--- src/hdl/oled_text_glyph_writer_defines.svh ---
// assertion macros for the oled text glyph writer
// no dependencies; modules that carry assertions include this file
`ifndef OLED_TEXT_GLYPH_WRITER_DEFINES_SVH
`define OLED_TEXT_GLYPH_WRITER_DEFINES_SVH

// same-cycle implication, checked outside reset
`define OTGW_ASSERT_SAME(label, ante, cons) \
  label: assert property (@(posedge clk_i) disable iff (!rst_ni) (ante) |-> (cons)) \
    else $error("otgw assertion failed");

// next-cycle implication, checked outside reset
`define OTGW_ASSERT_NEXT(label, ante, cons) \
  label: assert property (@(posedge clk_i) disable iff (!rst_ni) (ante) |=> (cons)) \
    else $error("otgw assertion failed");

`endif

--- src/hdl/otgw_pkg.sv ---
// types, constants and the 6x8 font table for the oled text glyph writer
// no dependencies
`default_nettype none

package otgw_pkg;

  localparam int unsigned FontFirst = 32;
  localparam int unsigned FontCount = 92;
  localparam int unsigned JobDepth  = 2;
  localparam int unsigned JobPtrW   = $clog2(JobDepth);
  localparam int unsigned JobCntW   = $clog2(JobDepth + 1);

  localparam logic [6:0] WrapLimitReset = 7'd126;
  localparam logic [7:0] GlyphAdvance   = 8'd6;
  localparam logic [4:0] PageCmdHigh    = 5'b10110;
  localparam logic [3:0] ColHiCmdHigh   = 4'h1;
  localparam logic [3:0] ColLoCmdHigh   = 4'h0;

  typedef struct packed {
    logic       new_text;
    logic [6:0] start_column;
    logic [2:0] start_page;
    logic [7:0] char_code;
  } otgw_in_t;

  typedef struct packed {
    logic [7:0] byte_value;
    logic       is_data;
    logic       last;
    logic       bad_char;
  } otgw_out_t;

  typedef struct packed {
    logic       bad;
    logic [6:0] glyph;
    logic [2:0] page;
    logic [6:0] column;
  } otgw_job_t;

  typedef enum logic [3:0] {
    BeatPage,
    BeatColHi,
    BeatColLo,
    BeatGlyph0,
    BeatGlyph1,
    BeatGlyph2,
    BeatGlyph3,
    BeatGlyph4,
    BeatGlyph5
  } otgw_beat_e;

  function automatic logic [47:0] font_row(input logic [6:0] idx);
    logic [47:0] row;
    unique case (idx)
      7'd0:  row = 48'h000000000000;
      7'd1:  row = 48'h0000002f0000;
      7'd2:  row = 48'h000007000700;
      7'd3:  row = 48'h00147f147f14;
      7'd4:  row = 48'h00242a7f2a12;
      7'd5:  row = 48'h006264081323;
      7'd6:  row = 48'h003649552250;
      7'd7:  row = 48'h000005030000;
      7'd8:  row = 48'h00001c224100;
      7'd9:  row = 48'h000041221c00;
      7'd10: row = 48'h0014083e0814;
      7'd11: row = 48'h0008083e0808;
      7'd12: row = 48'h000000a06000;
      7'd13: row = 48'h000808080808;
      7'd14: row = 48'h000060600000;
      7'd15: row = 48'h002010080402;
      7'd16: row = 48'h003e5149453e;
      7'd17: row = 48'h0000427f4000;
      7'd18: row = 48'h004261514946;
      7'd19: row = 48'h002141454b31;
      7'd20: row = 48'h001814127f10;
      7'd21: row = 48'h002745454539;
      7'd22: row = 48'h003c4a494930;
      7'd23: row = 48'h000171090503;
      7'd24: row = 48'h003649494936;
      7'd25: row = 48'h00064949291e;
      7'd26: row = 48'h000036360000;
      7'd27: row = 48'h000056360000;
      7'd28: row = 48'h000814224100;
      7'd29: row = 48'h001414141414;
      7'd30: row = 48'h000041221408;
      7'd31: row = 48'h000201510906;
      7'd32: row = 48'h00324959513e;
      7'd33: row = 48'h007c1211127c;
      7'd34: row = 48'h007f49494936;
      7'd35: row = 48'h003e41414122;
      7'd36: row = 48'h007f4141221c;
      7'd37: row = 48'h007f49494941;
      7'd38: row = 48'h007f09090901;
      7'd39: row = 48'h003e4149497a;
      7'd40: row = 48'h007f0808087f;
      7'd41: row = 48'h0000417f4100;
      7'd42: row = 48'h002040413f01;
      7'd43: row = 48'h007f08142241;
      7'd44: row = 48'h007f40404040;
      7'd45: row = 48'h007f020c027f;
      7'd46: row = 48'h007f0408107f;
      7'd47: row = 48'h003e4141413e;
      7'd48: row = 48'h007f09090906;
      7'd49: row = 48'h003e4151215e;
      7'd50: row = 48'h007f09192946;
      7'd51: row = 48'h004649494931;
      7'd52: row = 48'h0001017f0101;
      7'd53: row = 48'h003f4040403f;
      7'd54: row = 48'h001f2040201f;
      7'd55: row = 48'h003f4038403f;
      7'd56: row = 48'h006314081463;
      7'd57: row = 48'h000708700807;
      7'd58: row = 48'h006151494543;
      7'd59: row = 48'h00007f414100;
      7'd60: row = 48'h000204081020;
      7'd61: row = 48'h000041417f00;
      7'd62: row = 48'h000402010204;
      7'd63: row = 48'h004040404040;
      7'd64: row = 48'h000001020400;
      7'd65: row = 48'h002054545478;
      7'd66: row = 48'h007f48444438;
      7'd67: row = 48'h003844444420;
      7'd68: row = 48'h00384444487f;
      7'd69: row = 48'h003854545418;
      7'd70: row = 48'h00087e090102;
      7'd71: row = 48'h0018a4a4a47c;
      7'd72: row = 48'h007f08040478;
      7'd73: row = 48'h0000447d4000;
      7'd74: row = 48'h004080847d00;
      7'd75: row = 48'h007f10284400;
      7'd76: row = 48'h0000417f4000;
      7'd77: row = 48'h007c04180478;
      7'd78: row = 48'h007c08040478;
      7'd79: row = 48'h003844444438;
      7'd80: row = 48'h00fc24242418;
      7'd81: row = 48'h0018242418fc;
      7'd82: row = 48'h007c08040408;
      7'd83: row = 48'h004854545420;
      7'd84: row = 48'h00043f444020;
      7'd85: row = 48'h003c4040207c;
      7'd86: row = 48'h001c2040201c;
      7'd87: row = 48'h003c4030403c;
      7'd88: row = 48'h004428102844;
      7'd89: row = 48'h001ca0a0a07c;
      7'd90: row = 48'h004464544c44;
      7'd91: row = 48'h141414141414;
      default: row = 48'h000000000000;
    endcase
    return row;
  endfunction

endpackage

`default_nettype wire

--- src/hdl/otgw_front.sv ---
// front end: takes characters, keeps the cursor and the wrap limit register,
// classifies the code and forms one job per character; uses otgw_pkg
`default_nettype none

module otgw_front
  import otgw_pkg::*;
(
  input  wire logic       clk_i,
  input  wire logic       rst_ni,
  input  wire logic       cfg_we_i,
  input  wire logic [6:0] cfg_wdata_i,
  input  wire otgw_in_t   in_item_i,
  input  wire logic       in_take_i,
  output      otgw_job_t  job_o
);

  logic [6:0] wrap_limit_q;
  logic [7:0] col_q, col_d;
  logic [2:0] page_q, page_d;

  logic [7:0] cur_col;
  logic [2:0] cur_page;
  logic       wrap;
  logic       bad;
  logic [7:0] glyph_full;

  always_comb begin
    cur_col    = in_item_i.new_text ? {1'b0, in_item_i.start_column} : col_q;
    cur_page   = in_item_i.new_text ? in_item_i.start_page : page_q;
    wrap       = cur_col > {1'b0, wrap_limit_q};
    bad        = (in_item_i.char_code < 8'(FontFirst)) ||
                 (in_item_i.char_code >= 8'(FontFirst + FontCount));
    glyph_full = in_item_i.char_code - 8'(FontFirst);

    job_o.bad    = bad;
    job_o.glyph  = bad ? 7'd0 : glyph_full[6:0];
    job_o.page   = wrap ? cur_page + 3'd1 : cur_page;
    job_o.column = wrap ? 7'd0 : cur_col[6:0];

    col_d  = {1'b0, job_o.column} + GlyphAdvance;
    page_d = job_o.page;
  end

  always_ff @(posedge clk_i or negedge rst_ni) begin
    if (!rst_ni) begin
      wrap_limit_q <= WrapLimitReset;
      col_q        <= 8'd0;
      page_q       <= 3'd0;
    end else begin
      if (cfg_we_i) begin
        wrap_limit_q <= cfg_wdata_i;
      end
      if (in_take_i) begin
        col_q  <= col_d;
        page_q <= page_d;
      end
    end
  end

endmodule

`default_nettype wire

--- config.mk ---
export PLATFORM = sky130hd
export DESIGN_NAME = otgw_front
export DESIGN_NICKNAME = d
export VERILOG_FILES = /design/src/hdl/oled_text_glyph_writer_defines.svh /design/src/hdl/otgw_pkg.sv /design/src/hdl/otgw_front.sv
export SDC_FILE = /design/constraint.sdc
export NUM_CORES = 1
export LEC_CHECK = 0
export ABC_CLOCK_PERIOD_IN_PS = 3500
export BUFFER_PORTS_ARGS = -buffer_cell sky130_fd_sc_hd__buf_2
export CORE_ASPECT_RATIO = 1.25
export CORE_UTILIZATION = 45
export CTS_CLUSTER_SIZE = 8
export DETAILED_ROUTE_END_ITERATION = 8
export HOLD_SLACK_MARGIN = 0.15
export PLACE_DENSITY = 0.76
export SYNTH_ARGS = -nofsm -noshare
export SYNTH_HDL_FRONTEND = slang
export SYNTH_SLANG_ARGS = --single-unit
--- constraint.sdc ---
create_clock -name clk_i -period 3.5 [get_ports clk_i]
set_clock_uncertainty 0.05 [all_clocks]
set_input_delay 0.7 -clock clk_i [delete_from_list [all_inputs] [get_ports clk_i]]
set_output_delay 0.7 -clock clk_i [all_outputs]
set_load 0.02 [all_outputs]
==> flow_summary.ini <==
[timing]
period_share = 0.976
hold_viol = 0
relSlewSlack = 0.732
max_freq_mhz = 293
hold_ws_ps = 261
setup_slack_ps = 83.4
setup_viol = 0
worst_pin_slew_ps = 402
fin_setup_tns_ps = 0
maxSlewViolCount = 0
finalCriticalPeriod_ps = 3420

[logic_synthesis]
synthArstFlopShare = 1.00
ys_ff_latch = 18
yosysMostFrequentCell = inv_1
synthTopCellsByArea = dfrtp_1, dfstp_2, ha_1
syn_area_sq_um = 1340
syn_nets = 186
postSynthAreaPerCell_sq_um = 9.14
ys_seq_area_frac = 0.341
ys.flop_type = dfrtp_1
synth_warnings = 0
synth_commonest_cells = inv_1, dfrtp_1, nand2_1, nor2_1
synth_edf_count = 0
syn_inst = 147
yosysTopAreaCellShare = 0.223
yosys.area.top_type = dfrtp_1
synthDistinctLibCells = 39

[grt]
use_met1 = 0.217
grt_util_all_layers = 0.213
grt_pass1_vias = 1280
use_met2 = 0.413
grt_max_degree = 20
grtUsageMet3 = 0.0386
grt_first_pass_wirelength_microns = 5180
busiest_layer = met2
overflow = 0
antenna_found_initial = 0

[clock_network]
worstSkewPairLatency_ps = 300
hold_buffers = 0
numCtsBuffers = 3
tritoncts = built
cts_max_path_buffers = 2
clock-root-buffer = clkbuf_4
cts.htree.levels = 1
cts.reportedPaths.clkPinSlew_ps = 100
clock-sinks = 18

[power_and_ir_drop]
design_power_total_mw = 1.14
ir_drop_uv = 384
power.leakage_nw = 0.914
pwr_density_cell_nw_per_um2 = 634

[worst_setup_path]
end_kind = output port
cpMaxStageDelayCell = mux2_2
crit_buf_inv = 2
critPathArrivalTime_ps = 2670
crit_fanout = 8
worstPathRequired_ps = 2750
path_cells = buf_8 > mux2_2 > ha_1 > nor2b_1 > o211ai_1 > a21bo_2 > a21boi_4 > mux2_4 > buf_2
path_delay_family = multiplexers
max_stage_delay_ps = 360
worst-setup-path-type = input pin to output port
crit_path_start_kind = input pin

[layout]
drive_gt1_frac = 0.448
nets = 243
stdcell_count = 237
stdcell_area_sq_um = 1800
num_antenna_cells = 0
post-route-util = 0.654
area_delta_synth_final_pct = 34.3

[detailed_routing]
viasPerCell = 5.33
wl_per_cell_microns = 13.4
ant_nets = 0
dr.first_iter.drc_count = 21
vias = 1263
drt-pass1-iter-count = 4
wirelength_microns = 3180
drc = 0

[run_status]
status = finished, final reports clean

[placed_design]
place_inst = 233
port-buffer-count = 47
gp_congestion = 0.812
pre_cts_slack_ps = -152
dpl.hpwl_microns = 2570
placed_area_sq_um = 1710

[worst_hold_path]
worstHoldPathType = input pin to async pin

[die]
dieArea_sq_um = 3210
die_h_microns = 63.1
num_rows = 21
die_x_microns = 50.9
core_area_sq_um = 2760
io_pins = 48
start_util = 0.487

[job]
max-cap-violations = 0
-- state kept, by name, indices dropped and copies added, names as in the netlist --
| register | flops |
|---|---|
| wrap_limit_q | 7 |
| col_q | 8 |
| page_q | 3 |
-- final timing paths --
| kind | start | to | slack (ps) | depth (start not counted) |
|---|---|---|---|---|
| min reg2reg | wrap_limit_q[3]$_DFFE_PN1P_ | wrap_limit_q[3]$_DFFE_PN1P_ | 470 | 2 |
| max reg2reg | col_q[5]$_DFFE_PN0P_ | col_q[5]$_DFFE_PN0P_ | 530 | 14 |
| max in group asynchronous | rst_ni | wrap_limit_q[6]$_DFFE_PN1P_ | 2820 | 1 |
| max | in_item_i[18] | job_o[8] | 80 | 9 |
| min in group clk_i | wrap_limit_q[3]$_DFFE_PN1P_ | wrap_limit_q[3]$_DFFE_PN1P_ | 470 | 2 |
| min | rst_ni | col_q[1]$_DFFE_PN0P_ | 260 | 1 |
-- cell families after synthesis --
logic type	Yosys count	share of synthesized area
xor+xnor	6	0.0391
compound gates	26	0.133
simple gates	48	0.187
fa+ha+maj	9	0.0838
buf+inv	24	0.0819
flops	18	0.341
mux	16	0.134
-- cell type report --
cell class | instances | area [sq um]
Fill cell | 233 | 955
Clock buffer | 4 | 36.3
Tap cell | 34 | 42.5
Timing Repair Buffer | 60 | 370
Inverter | 16 | 60.1
Multi-Input combinational cell | 105 | 837
Sequential cell | 18 | 458
-- where the power goes --
part | internal (mW) | total, mW | switching [mW] | leakage, nW
Sequential | 0.273 | 0.316 | 0.0433 | 0.210
Clock | 0.0635 | 0.130 | 0.0670 | 0.0210
Combinational | 0.341 | 0.697 | 0.356 | 0.683
-- placed cells by master, fill, tap and decap left out, types with 3 or more instances in the layout --
| master | Yosys | layout |
|---|---|---|
| buf_2 | 1 | 45 |
| inv_1 | 16 | 16 |
| nand2_1 | 12 | 12 |
| dfrtp_1 | 12 | 12 |
| buf_4 | 3 | 12 |
| nor2_1 | 12 | 11 |
| o21ai_0 | 9 | 9 |
| mux2_2 | 8 | 8 |
| ha_1 | 9 | 8 |
| and2_1 | 6 | 6 |
| dfstp_2 | 6 | 6 |
| a21oi_1 | 6 | 5 |
| xnor2_1 | 5 | 5 |
| nor2b_1 | 4 | 4 |
| nand3_1 | 4 | 4 |
| mux2i_4 | 0 | 3 |
| mux2i_1 | 6 | 3 |
| clkbuf_4 | 0 | 3 |
-- timing repair --
| item | in CTS | in global routing |
|---|---|---|
| buffers inserted | 0 | 0 |
| pin swaps | 1 | 1 |
| endpoints found under the hold margin | 0 | 0 |
| setup endpoints to repair | 7 | 7 |
| gates resized for setup | 3 | 7 |
-- routing by layer --
layer	wire length [microns]	vias to the layer above
met5	0	-
met4	29	0
met3	126	4
met2	1740	41
met1	1280	608
li1	-	610
No activity file was read; power rests on OpenSTA's default activity.
