===== config.mk =====
export PLATFORM = sky130hd
export DESIGN_NAME = otgw_job_fifo
export DESIGN_NICKNAME = d
export VERILOG_FILES = /design/src/hdl/otgw_pkg.sv /design/src/hdl/otgw_job_fifo.sv
export VERILOG_INCLUDE_DIRS = /design/src /design/src/hdl
export SDC_FILE = /design/constraint.sdc
export NUM_CORES = 1
export LEC_CHECK = 0
export BUFFER_PORTS_ARGS = -buffer_cell sky130_fd_sc_hd__buf_2
export CAP_MARGIN = 10
export CORE_ASPECT_RATIO = 0.7
export CORE_MARGIN = 2
export CORE_UTILIZATION = 40
export CTS_CLUSTER_DIAMETER = 40
export DETAILED_ROUTE_END_ITERATION = 7
export SLEW_MARGIN = 5
export SYNTH_ARGS = -nofsm -noshare
export SYNTH_HDL_FRONTEND = slang
export SYNTH_SLANG_ARGS = --single-unit

===== constraint.sdc =====
create_clock -name clk_i -period 3.3 [get_ports clk_i]
set_clock_uncertainty 0.05 [all_clocks]
set_input_delay 0.165 -clock clk_i [delete_from_list [all_inputs] [get_ports clk_i]]
set_output_delay 0.165 -clock clk_i [all_outputs]
set_load 0.05 [all_outputs]

===== src/hdl/oled_text_glyph_writer_defines.svh =====
// assertion macros for the oled text glyph writer
// no dependencies; modules that carry assertions include this file
`ifndef OLED_TEXT_GLYPH_WRITER_DEFINES_SVH
`define OLED_TEXT_GLYPH_WRITER_DEFINES_SVH

// same-cycle implication, checked outside reset
`define OTGW_ASSERT_SAME(label, ante, cons) \
  label: assert property (@(posedge clk_i) disable iff (!rst_ni) (ante) |-> (cons)) \
    else $error("otgw assertion failed");

// next-cycle implication, checked outside reset
`define OTGW_ASSERT_NEXT(label, ante, cons) \
  label: assert property (@(posedge clk_i) disable iff (!rst_ni) (ante) |=> (cons)) \
    else $error("otgw assertion failed");

`endif


===== src/hdl/otgw_pkg.sv =====
// types, constants and the 6x8 font table for the oled text glyph writer
// no dependencies
`default_nettype none

package otgw_pkg;

  localparam int unsigned FontFirst = 32;
  localparam int unsigned FontCount = 92;
  localparam int unsigned JobDepth  = 2;
  localparam int unsigned JobPtrW   = $clog2(JobDepth);
  localparam int unsigned JobCntW   = $clog2(JobDepth + 1);

  localparam logic [6:0] WrapLimitReset = 7'd126;
  localparam logic [7:0] GlyphAdvance   = 8'd6;
  localparam logic [4:0] PageCmdHigh    = 5'b10110;
  localparam logic [3:0] ColHiCmdHigh   = 4'h1;
  localparam logic [3:0] ColLoCmdHigh   = 4'h0;

  typedef struct packed {
    logic       new_text;
    logic [6:0] start_column;
    logic [2:0] start_page;
    logic [7:0] char_code;
  } otgw_in_t;

  typedef struct packed {
    logic [7:0] byte_value;
    logic       is_data;
    logic       last;
    logic       bad_char;
  } otgw_out_t;

  typedef struct packed {
    logic       bad;
    logic [6:0] glyph;
    logic [2:0] page;
    logic [6:0] column;
  } otgw_job_t;

  typedef enum logic [3:0] {
    BeatPage,
    BeatColHi,
    BeatColLo,
    BeatGlyph0,
    BeatGlyph1,
    BeatGlyph2,
    BeatGlyph3,
    BeatGlyph4,
    BeatGlyph5
  } otgw_beat_e;

  function automatic logic [47:0] font_row(input logic [6:0] idx);
    logic [47:0] row;
    unique case (idx)
      7'd0:  row = 48'h000000000000;
      7'd1:  row = 48'h0000002f0000;
      7'd2:  row = 48'h000007000700;
      7'd3:  row = 48'h00147f147f14;
      7'd4:  row = 48'h00242a7f2a12;
      7'd5:  row = 48'h006264081323;
      7'd6:  row = 48'h003649552250;
      7'd7:  row = 48'h000005030000;
      7'd8:  row = 48'h00001c224100;
      7'd9:  row = 48'h000041221c00;
      7'd10: row = 48'h0014083e0814;
      7'd11: row = 48'h0008083e0808;
      7'd12: row = 48'h000000a06000;
      7'd13: row = 48'h000808080808;
      7'd14: row = 48'h000060600000;
      7'd15: row = 48'h002010080402;
      7'd16: row = 48'h003e5149453e;
      7'd17: row = 48'h0000427f4000;
      7'd18: row = 48'h004261514946;
      7'd19: row = 48'h002141454b31;
      7'd20: row = 48'h001814127f10;
      7'd21: row = 48'h002745454539;
      7'd22: row = 48'h003c4a494930;
      7'd23: row = 48'h000171090503;
      7'd24: row = 48'h003649494936;
      7'd25: row = 48'h00064949291e;
      7'd26: row = 48'h000036360000;
      7'd27: row = 48'h000056360000;
      7'd28: row = 48'h000814224100;
      7'd29: row = 48'h001414141414;
      7'd30: row = 48'h000041221408;
      7'd31: row = 48'h000201510906;
      7'd32: row = 48'h00324959513e;
      7'd33: row = 48'h007c1211127c;
      7'd34: row = 48'h007f49494936;
      7'd35: row = 48'h003e41414122;
      7'd36: row = 48'h007f4141221c;
      7'd37: row = 48'h007f49494941;
      7'd38: row = 48'h007f09090901;
      7'd39: row = 48'h003e4149497a;
      7'd40: row = 48'h007f0808087f;
      7'd41: row = 48'h0000417f4100;
      7'd42: row = 48'h002040413f01;
      7'd43: row = 48'h007f08142241;
      7'd44: row = 48'h007f40404040;
      7'd45: row = 48'h007f020c027f;
      7'd46: row = 48'h007f0408107f;
      7'd47: row = 48'h003e4141413e;
      7'd48: row = 48'h007f09090906;
      7'd49: row = 48'h003e4151215e;
      7'd50: row = 48'h007f09192946;
      7'd51: row = 48'h004649494931;
      7'd52: row = 48'h0001017f0101;
      7'd53: row = 48'h003f4040403f;
      7'd54: row = 48'h001f2040201f;
      7'd55: row = 48'h003f4038403f;
      7'd56: row = 48'h006314081463;
      7'd57: row = 48'h000708700807;
      7'd58: row = 48'h006151494543;
      7'd59: row = 48'h00007f414100;
      7'd60: row = 48'h000204081020;
      7'd61: row = 48'h000041417f00;
      7'd62: row = 48'h000402010204;
      7'd63: row = 48'h004040404040;
      7'd64: row = 48'h000001020400;
      7'd65: row = 48'h002054545478;
      7'd66: row = 48'h007f48444438;
      7'd67: row = 48'h003844444420;
      7'd68: row = 48'h00384444487f;
      7'd69: row = 48'h003854545418;
      7'd70: row = 48'h00087e090102;
      7'd71: row = 48'h0018a4a4a47c;
      7'd72: row = 48'h007f08040478;
      7'd73: row = 48'h0000447d4000;
      7'd74: row = 48'h004080847d00;
      7'd75: row = 48'h007f10284400;
      7'd76: row = 48'h0000417f4000;
      7'd77: row = 48'h007c04180478;
      7'd78: row = 48'h007c08040478;
      7'd79: row = 48'h003844444438;
      7'd80: row = 48'h00fc24242418;
      7'd81: row = 48'h0018242418fc;
      7'd82: row = 48'h007c08040408;
      7'd83: row = 48'h004854545420;
      7'd84: row = 48'h00043f444020;
      7'd85: row = 48'h003c4040207c;
      7'd86: row = 48'h001c2040201c;
      7'd87: row = 48'h003c4030403c;
      7'd88: row = 48'h004428102844;
      7'd89: row = 48'h001ca0a0a07c;
      7'd90: row = 48'h004464544c44;
      7'd91: row = 48'h141414141414;
      default: row = 48'h000000000000;
    endcase
    return row;
  endfunction

endpackage

`default_nettype wire


===== src/hdl/otgw_job_fifo.sv =====
// short job queue between the front end and the byte sequencer
// uses otgw_pkg
`default_nettype none

module otgw_job_fifo
  import otgw_pkg::*;
(
  input  wire logic      clk_i,
  input  wire logic      rst_ni,
  input  wire logic      wr_en_i,
  input  wire otgw_job_t wr_job_i,
  output      logic      full_o,
  input  wire logic      rd_en_i,
  output      otgw_job_t rd_job_o,
  output      logic      empty_o
);

  `include "oled_text_glyph_writer_defines.svh"

  otgw_job_t            mem_q [JobDepth];
  logic [JobPtrW-1:0]   wr_ptr_q, rd_ptr_q;
  logic [JobCntW-1:0]   count_q, count_d;
  logic                 do_wr, do_rd;

  assign full_o   = count_q == JobCntW'(JobDepth);
  assign empty_o  = count_q == '0;
  assign do_wr    = wr_en_i && !full_o;
  assign do_rd    = rd_en_i && !empty_o;
  assign rd_job_o = mem_q[rd_ptr_q];

  always_comb begin
    count_d = count_q;
    if (do_wr && !do_rd) begin
      count_d = count_q + 1'b1;
    end else if (do_rd && !do_wr) begin
      count_d = count_q - 1'b1;
    end
  end

  always_ff @(posedge clk_i) begin
    if (do_wr) begin
      mem_q[wr_ptr_q] <= wr_job_i;
    end
  end

  always_ff @(posedge clk_i or negedge rst_ni) begin
    if (!rst_ni) begin
      wr_ptr_q <= '0;
      rd_ptr_q <= '0;
      count_q  <= '0;
    end else begin
      count_q <= count_d;
      if (do_wr) begin
        wr_ptr_q <= (wr_ptr_q == JobPtrW'(JobDepth - 1)) ? '0 : wr_ptr_q + 1'b1;
      end
      if (do_rd) begin
        rd_ptr_q <= (rd_ptr_q == JobPtrW'(JobDepth - 1)) ? '0 : rd_ptr_q + 1'b1;
      end
    end
  end

  `OTGW_ASSERT_SAME(a_count_bound, 1'b1, count_q <= JobCntW'(JobDepth))
  `OTGW_ASSERT_NEXT(a_write_counts, do_wr && !do_rd, !empty_o)

endmodule

`default_nettype wire


==> flow_metrics.tcl, run 1 <==
set metrics [dict create \
    cts_tree "built" \
    rsz0062_at_grt "no" \
    die_w_um 78.3 \
    crit_start "rd_ptr_q" \
    yosys_warnings 0 \
    final-instance-count-excl-fill 174 \
    syn_inst 75 \
    cts_root_buf "clkbuf_8" \
    num_rows 18 \
    hp-class "in -> reg" \
    io_buffers 41 \
    yosysUniqueCellTypes 16 \
    max_slew_margin 0.345 \
    hpwlAfterDp_mm 1.54 \
    drive_gt1_frac 0.516 \
    preCtsSetupSlack_ps 1380 \
    p_per_area_nw_per_um2 1020 \
    syn_nets 98 \
    globalRouteTotalUtil 0.116 \
    cts_setup_buffers 0 \
    diodes 0 \
    dieArea_um2 4380 \
    vias 782 \
    critPathLaunchType "register" \
    coreArea_um2 3600 \
    setup_viol 0 \
    postCtsHoldBufs 1 \
    drt-total-wl_mm 2.39 \
    ant_nets 0 \
    grt_pass1_wl_mm 3.66 \
    postLayoutCellArea_um2 1890 \
    dr_wl_met2_mm 1.04 \
    drcViolationCount 0 \
    fmax_mhz 471 \
    slew_viol_final 0 \
    dieHeight_um 56 \
    leakagePower_nw 0.763 \
    crit_type "reg -> out" \
    final.setup.tns_ps 0 \
    drt_first_pass_iters 4 \
    area_delta_synth_final_pct 22.4 \
    path_max_fanout 19 \
    cts_resized 0 \
    critPathRequiredTime_ps 3080 \
    pin_count 42 \
    gp_congestion 0.645 \
    h-tree-depth 2 \
    finalPower_mw 1.93 \
    start_util 0.429 \
    yosysSeqAreaShare 0.764 \
    grt_overflow 0 \
    r2r-start "count_q[0]" \
    avgSynthCellArea_um2 20.6 \
    arrival_ps 1910 \
    wl_met1_mm 1.19 \
    clk_latency_ps 290 \
    cts_num_sinks 40 \
    synthesis.area_um2 1550 \
    dr_wl_met3_um 162 \
    nets 147 \
    top_layer_used "met3" \
    cts_buffer_depth 2 \
    cts_made_buffers 5 \
    hp-start "wr_job_i[10]" \
    ir_drop_mv 0.590 \
    worst_slew_pin_slew_ps 981 \
    setup_ws_ps 1180 \
    layout_commonest_cell "buf_2" \
    dp_cells 164 \
    period_share 0.643 \
    antenna_found_initial 0 \
    hold_violations 0 \
    grt_max_degree 20 \
    clk_pin_slew_ps 70 \
    viasPerCell 4.49 \
    drtIter0Drc 51 \
    end_kind "output port" \
    final_cell_mix "buf_2 (41), edfxtp_1 (36), mux2_4 (9)" \
    status "finished clean" \
    wl_per_cell_um 13.8 \
    period_minus_slack_ps 2120 \
    max-cap-violations 0 \
    postPlaceCellArea_um2 1780 \
    grt_pass1_vias 779 \
    ys_ff_latch 40 \
]
synthesized netlist by cell type:
cell	instances	share of area
dfrtp_1	4	0.065
inv_1	2	0.0049
buf_12	1	0.013
ha_1	1	0.0081
xnor2_1	3	0.017
nor2_1	3	0.0073
edfxtp_1	36	0.70
mux2_1	2	0.015
nand2_1	1	0.0024
and3_1	1	0.0041
o21ai_1	1	0.0032
mux2_4	9	0.087
mux2_2	7	0.051
nand2b_1	1	0.0041
xor2_1	2	0.011
buf_6	1	0.0073
registers in the layout, summed over array words and instances, names as in the netlist:
signal	count
mem_q	36
rd_ptr_q	1
wr_ptr_q	1
count_q	2
stage by stage:
stage / hold slack (ps) / utilization
detailed placement: -74.2 / 0.495
CTS: 8.31 / 0.519
floorplan: -181 / -
global placement: -71.1 / 0.495
global route: 0.224 / 0.525
finish: 16.9 / 0.525
power by group:
part	internal, mW	switching, mW	leakage, nW
Sequential	0.700	0.0989	0.381
Clock	0.144	0.155	0.0410
Combinational	0.266	0.562	0.341
Total	1.11	0.816	0.763
layout make-up:
cell class / instances / area, µm²
fillers: 309 / 1710
flip-flops and latches: 40 / 1180
clock buffers: 6 / 72.6
repair buffers: 44 / 235
well taps: 50 / 62.6
clock inverters: 1 / 5.00
inverters: 2 / 7.51
multi-input cells: 31 / 328
cell families after synthesis:
group,synth area share
AO/OA/AOI/OAI,0.00324
flip-flops,0.764
adder cells (fa/ha/maj),0.00810
multiplexers,0.153
buffers and inverters,0.0251
XOR/XNOR,0.0283
AND/OR/NAND/NOR,0.0178
worst paths after layout:
path / end / slack [ps] / cells past startpoint
min: mem_q[1][10] / 20 / 1
max in group asynchronous: rd_ptr_q / 2940 / 2
max reg2reg: mem_q[0][2] / 1370 / 3
min reg2reg: wr_ptr_q / 470 / 1
max: rd_job_o[17] / 1180 / 2
min in group asynchronous: count_q[0] / 150 / 2
critical path, cell delays in order, from the launching register on:
cell     delay, ps
dfrtp_1        980
mux2_2         420
buf_2          210
metal layers:
layer  GRT usage  up-vias
li1            -      379
met1       0.147      375
met2       0.164       28
met3      0.0714        0
met4      0.0376        0
met5           0        -
Power figures use the tool's default switching activity.
==> inputs of run 2 (changes only) <==
- ABC_AREA: not set -> 1
- clock period: 3.3 -> 2.19 ns (I/O delays scaled with it)
==> run 2 against run 1 <==
Compared with the run above: clock power up 56%; area after synthesis down 0.49%; power up 59%; die area down 0.45%; register-to-register slack worse by 630 ps; via count up 38%; global-route usage up 3.8 points; combinational power up 80%; first-iteration DRC count down 5.9%; non-clock buffer count up 20; flip-flop and latch count unchanged; synthesized cell count up 67%; critical path type unchanged.
==> flow_metrics.tcl, run 2 <==
set metrics [dict create \
    status "finished clean" \
    use_met3 0.0552 \
    layout_commonest_cell "nand2_1" \
    viasPerCell 4.41 \
    antenna_found_initial 0 \
    cts_resized 0 \
    arrival_ps 1390 \
    synth_most_common_cell "nand2_1" \
    cts_tree "built" \
    critPathLaunchType "register" \
    use_met2 0.252 \
    wl_per_cell_um 12.4 \
    rsz0062_at_grt "no" \
    grt_overflow 0 \
    async_flop_share 0.100 \
    top_register "mem_q" \
    synthesis.area_um2 1540 \
    dieArea_um2 4360 \
    finalPower_mw 3.07 \
    fmax_mhz 646 \
    largest_reg_flops 36 \
    worst_slew_pin_slew_ps 355 \
    max-cap-violations 0 \
    grt_max_degree 20 \
    dieHeight_um 55.9 \
    slew_viol_final 0 \
    yosys-top-cells-area "edfxtp_1 (70%), nand2_1 (15%), dfrtp_1 (6.5%), inv_1 (1.7%), buf_4 (0.98%)" \
    yosys_warnings 0 \
    crit_slowest_cell "dfrtp_1" \
    crit_type "reg -> out" \
    vias 1076 \
    final.setup.tns_ps 0 \
    diodes 0 \
    critPathRequiredTime_ps 2030 \
    coreArea_um2 3600 \
    cts_num_sinks 40 \
    ys_ff_latch 40 \
    r2r_end "mem_q[0][0]" \
    yosysSeqAreaShare 0.768 \
    ys.flop_type "edfxtp_1" \
    critical-path-max-stage-delay_ps 380 \
    drt-total-wl_mm 3.02 \
    num_rows 18 \
    hp-class "in -> reg" \
    crit_path_end "rd_job_o[17]" \
    multi_input_area_um2 309 \
    synth_edf_count 36 \
    ant_nets 0 \
    setup_viol 0 \
    period_minus_slack_ps 1550 \
    path_max_fanout 19 \
    clk_pin_slew_ps 70 \
    gp_congestion 0.739 \
    h-tree-depth 2 \
    drt_first_pass_iters 4 \
    grt_pass1_vias 1050 \
    whs_ps 20.7 \
    drive_gt1_frac 0.284 \
    cts_root_buf "clkbuf_8" \
    synth_top_cells_by_count "nand2_1 (63), edfxtp_1 (36), inv_1 (7), dfrtp_1 (4)" \
    cts_buffer_depth 2 \
    r2r_slack_ps 740 \
    grt_pass1_wl_mm 4.91 \
    crit_chain "inv_2, nand2_1, nand2_1, buf_2" \
    nets 216 \
    area_delta_synth_final_pct 35.9 \
    drcViolationCount 0 \
    final-seq-area_um2 1180 \
    syn_nets 148 \
    fill_cells 327 \
    crit_top_cell "nand2_1" \
    r2r-start "count_q[1]" \
    grt.busiest_layer "met2" \
    use_met1 0.183 \
    yosysTopAreaCell "edfxtp_1" \
    cts_made_buffers 5 \
    max_slew_margin 0.763 \
    drtIter0Drc 48 \
    globalRouteTotalUtil 0.154 \
    clk_latency_ps 280 \
    pin_count 42 \
    start_util 0.427 \
    leakagePower_nw 0.941 \
    ir_drop_mv 0.722 \
    die_w_um 78.1 \
    hold_violations 0 \
    period_share 0.707 \
    yosysTopAreaCellShare 0.703 \
    avgSynthCellArea_um2 12.3 \
    crit_start "rd_ptr_q" \
    final_cell_mix "nand2_1 (63), buf_2 (41), edfxtp_1 (36)" \
    largest_registers "mem_q: 36 flops, count_q: 2 flops" \
    end_kind "output port" \
    io_buffers 41 \
    r2r_cells 6 \
    hpwlAfterDp_mm 1.94 \
    syn_inst 125 \
    yosysUniqueCellTypes 15 \
    p_per_area_nw_per_um2 1470 \
]
## run 2: cell types whose count changed in the layout (fill, tap and decap cells not counted), moves of 2 or more
cell           before  now
o21ai_0             0    2
mux2_4              9    0
inv_1               2    7
buf_4               0    4
nor2_2              1    3
dlygate4sd3_1       3   19
nand2_1             1   63
xnor2_1             3    1
mux2_2              7    0
xor2_1              2    0
mux2_1              2    0
## run 2: cells by family after synthesis
logic type	Yosys count	synth area share
DFF	40	0.768
AOI/OAI and AO/OA	2	0.00651
adders and majority gates	1	0.00814
buffers and inverters	11	0.0325
and+or+nand+nor	70	0.179
xor gates and xnor gates	1	0.00570
## run 2: power by group
group | switching [mW] | total [mW] | internal (mW)
clock network | 0.242 | 0.465 | 0.223
logic | 1.15 | 1.49 | 0.338
registers | 0.0669 | 1.11 | 1.05
## run 2: worst max-delay path: cells and delay by family (launching register included)
family / cells / cell delay, ps
buffers and inverters: 2 / 540
AND/OR/NAND/NOR: 2 / 180
flip-flops: 1 / 380
## run 2: per-layer routing
metal  share of wire  vias up
met3           0.064        4
met4           0.013        0
met5               0        -
met2            0.50       42
met1            0.42      485
li1                -      545
## run 2: layout make-up
type | instances | area share
well taps | 50 | 0.0299
clock buffers | 7 | 0.0365
multi-input cells | 74 | 0.148
repair buffers | 64 | 0.204
clock inverters | 1 | 0.00240
flip-flops and latches | 40 | 0.565
inverters | 8 | 0.0144
## run 2: per-stage QoR
step           worst slack [ps]  cells  cell area, µm²  utilization
6_report                    642    244            2090        0.580
5_1_grt                     514    244            2090        0.580
4_1_cts                     608    244            2090        0.580
3_5_place_dp                747    217            1820        0.505
3_3_place_gp                815    217            1820        0.505
2_1_floorplan               383    125            1540            -
## run 2: worst min path at each step
| stage | from | to | slack (ps) | depth (start not counted) |
|---|---|---|---|---|
| floorplan | rst_ni | count_q[0] | -240 | 0 |
| global placement | rst_ni | count_q[0] | -130 | 1 |
| detailed placement | rst_ni | count_q[0] | -130 | 1 |
| CTS | rd_en_i | rd_ptr_q | 20 | 3 |
| global route | rd_en_i | rd_ptr_q | 40 | 3 |
| finish | rd_en_i | rd_ptr_q | 20 | 3 |
## run 2: what timing repair did
item | in CTS | in global routing
endpoints found under the hold margin | 40 | 0
setup endpoints to repair | 0 | 0
hold buffers | 19 | 0
setup buffers | 0 | 0
==> inputs of run 3 (changes only) <==
- PLACE_DENSITY: not set -> 0.66
- clock period: 2.19 -> 1.25 ns (I/O delays scaled with it)
==> run 3 against run 2 <==
Compared with the run above: the run now ends with negative setup slack left; sequential power grew 80%; final cell count grew 2.5%; first-iteration DRC count grew 92%; power grew 110%; largest cell class unchanged; flip-flop and latch count is the same; highest routed layer unchanged; core utilization grew 9.0 points; sequential share of layout area shrank 7.5 points; routed wire length grew 12%; register-to-register slack lost 840 ps; via count grew 6.5%; non-clock buffer count grew 7; clock power grew 62%.
==> flow_metrics.tcl, run 3 (synthesis results as in run 2) <==
set metrics [dict create \
    arrival_ps 1300 \
    status "finished with violations" \
    pin_count 42 \
    largest_registers "mem_q: 36 flops, count_q: 2 flops" \
    cts_buffer_depth 2 \
    antenna_found_initial 0 \
    clk_pin_slew_ps 70 \
    final_cell_mix "nand2_1 (58), edfxtp_1 (36), buf_2 (21)" \
    hp-class "in -> reg" \
    drive_gt1_frac 0.380 \
    period_minus_slack_ps 1350 \
    crit_type "reg -> reg" \
    cts_num_sinks 40 \
    critPathLaunchType "register" \
    largest_reg_flops 36 \
    grt_max_degree 20 \
    area_delta_synth_final_pct 56.9 \
    die_w_um 78.1 \
    setup_ws_ps -101 \
    fmax_mhz 740 \
    hold_violations 0 \
    drt-total-wl_mm 3.38 \
    postLayoutCellArea_um2 2410 \
    drt_first_pass_iters 4 \
    setup_viol 56 \
    grt_pass1_wl_mm 5.38 \
    cts_root_buf "clkbuf_8" \
    period_share 1.08 \
    dieHeight_um 55.9 \
    whs_ps 27.6 \
    violations "negative setup slack" \
    end_kind "register" \
    critPathRequiredTime_ps 1200 \
    max-cap-violations 0 \
    coreArea_um2 3600 \
    cts_tree "built" \
    drcViolationCount 0 \
    vias 1146 \
    diodes 0 \
    max_slew_margin 0.893 \
    rsz0062_at_grt "yes" \
    leakagePower_nw 1.03 \
    worst_slew_pin_slew_ps 161 \
    preCtsSetupSlack_ps -122 \
    drtIter0Drc 92 \
    hpwlAfterDp_mm 1.96 \
    slew_viol_final 0 \
    ir_drop_mv 1.39 \
    cts_made_buffers 5 \
    wl_per_cell_um 13.5 \
    postPlaceCellArea_um2 1900 \
    final.setup.tns_ps -4390 \
    grt_overflow 0 \
    globalRouteTotalUtil 0.163 \
    path_max_fanout 10 \
    start_util 0.427 \
    layout_commonest_cell "nand2_1" \
    io_buffers 41 \
    gp_congestion 0.679 \
    grt_pass1_vias 1165 \
    top_register "mem_q" \
    num_rows 18 \
    ant_nets 0 \
    p_per_area_nw_per_um2 2680 \
    dieArea_um2 4360 \
    h-tree-depth 2 \
    nets 223 \
    viasPerCell 4.58 \
    clk_latency_ps 280 \
]
run 3: cell types whose count changed in the layout (fill, tap and decap cells not counted), sizes merged:
cell | previous run | this run
clkbuf | 7 | 5
buf | 45 | 52
clkinv | 1 | 2
inv | 8 | 7
clkinvlp | 0 | 1
run 3: area by class of cell:
| class | instances | area, µm² |
|---|---|---|
| tap | 50 | 62.6 |
| inverter | 8 | 41.3 |
| clock inverter | 2 | 7.51 |
| timing repair buffer | 71 | 668 |
| clock buffer | 5 | 68.8 |
| multi-input combinational | 74 | 380 |
| sequential | 40 | 1180 |
| fill | 254 | 1190 |
run 3: power by group:
| part | internal, mW | switching (mW) | total, mW |
|---|---|---|---|
| Clock | 0.368 | 0.387 | 0.755 |
| Combinational | 1.39 | 2.33 | 3.72 |
| Sequential | 1.84 | 0.152 | 2.00 |
run 3: timing repair:
item / 4_1_cts / 5_1_grt
gates resized for setup: 45 / 21
pin swaps: 4 / 5
buffers inserted: 3 / 0
hold buffers: 19 / 0
cloned: 0 / 0
endpoints found under the setup margin: 58 / 58
endpoints found under the hold margin: 40 / 0
run 3: critical path, cell delays in order, from the launching register on:
cell        delay [ps]
dfrtp_1            400
inv_2              100
nor2_4              50
nor2_4             130
nand2_2             90
clkinvlp_4         110
buf_12             140
run 3: worst paths after layout:
| kind | start | endpoint | slack (ps) | depth (start not counted) |
|---|---|---|---|---|
| min | rd_en_i | rd_ptr_q | 30 | 3 |
| max | count_q[1] | mem_q[0][15] | -100 | 6 |
| max reg2reg | count_q[1] | mem_q[0][15] | -100 | 6 |
| min in group asynchronous | rst_ni | wr_ptr_q | 90 | 2 |
| max in group asynchronous | rst_ni | rd_ptr_q | 920 | 2 |
| min reg2reg | wr_ptr_q | wr_ptr_q | 460 | 2 |
run 3: through the flow:
step / util / instances / total power, mW
finish: 0.669 / 250 / 6.47
global placement: 0.528 / 221 / 4.74
floorplan: - / 125 / 4.00
global route: 0.669 / 250 / 6.79
detailed placement: 0.528 / 221 / 4.80
CTS: 0.649 / 250 / 6.20
run 3: metal layers:
metal	vias up	wire [µm]	track usage
met1	545	1430	0.193
met5	-	0	0
met4	0	49	0.0501
met2	30	1750	0.289
li1	562	-	-
met3	9	147	0.0438
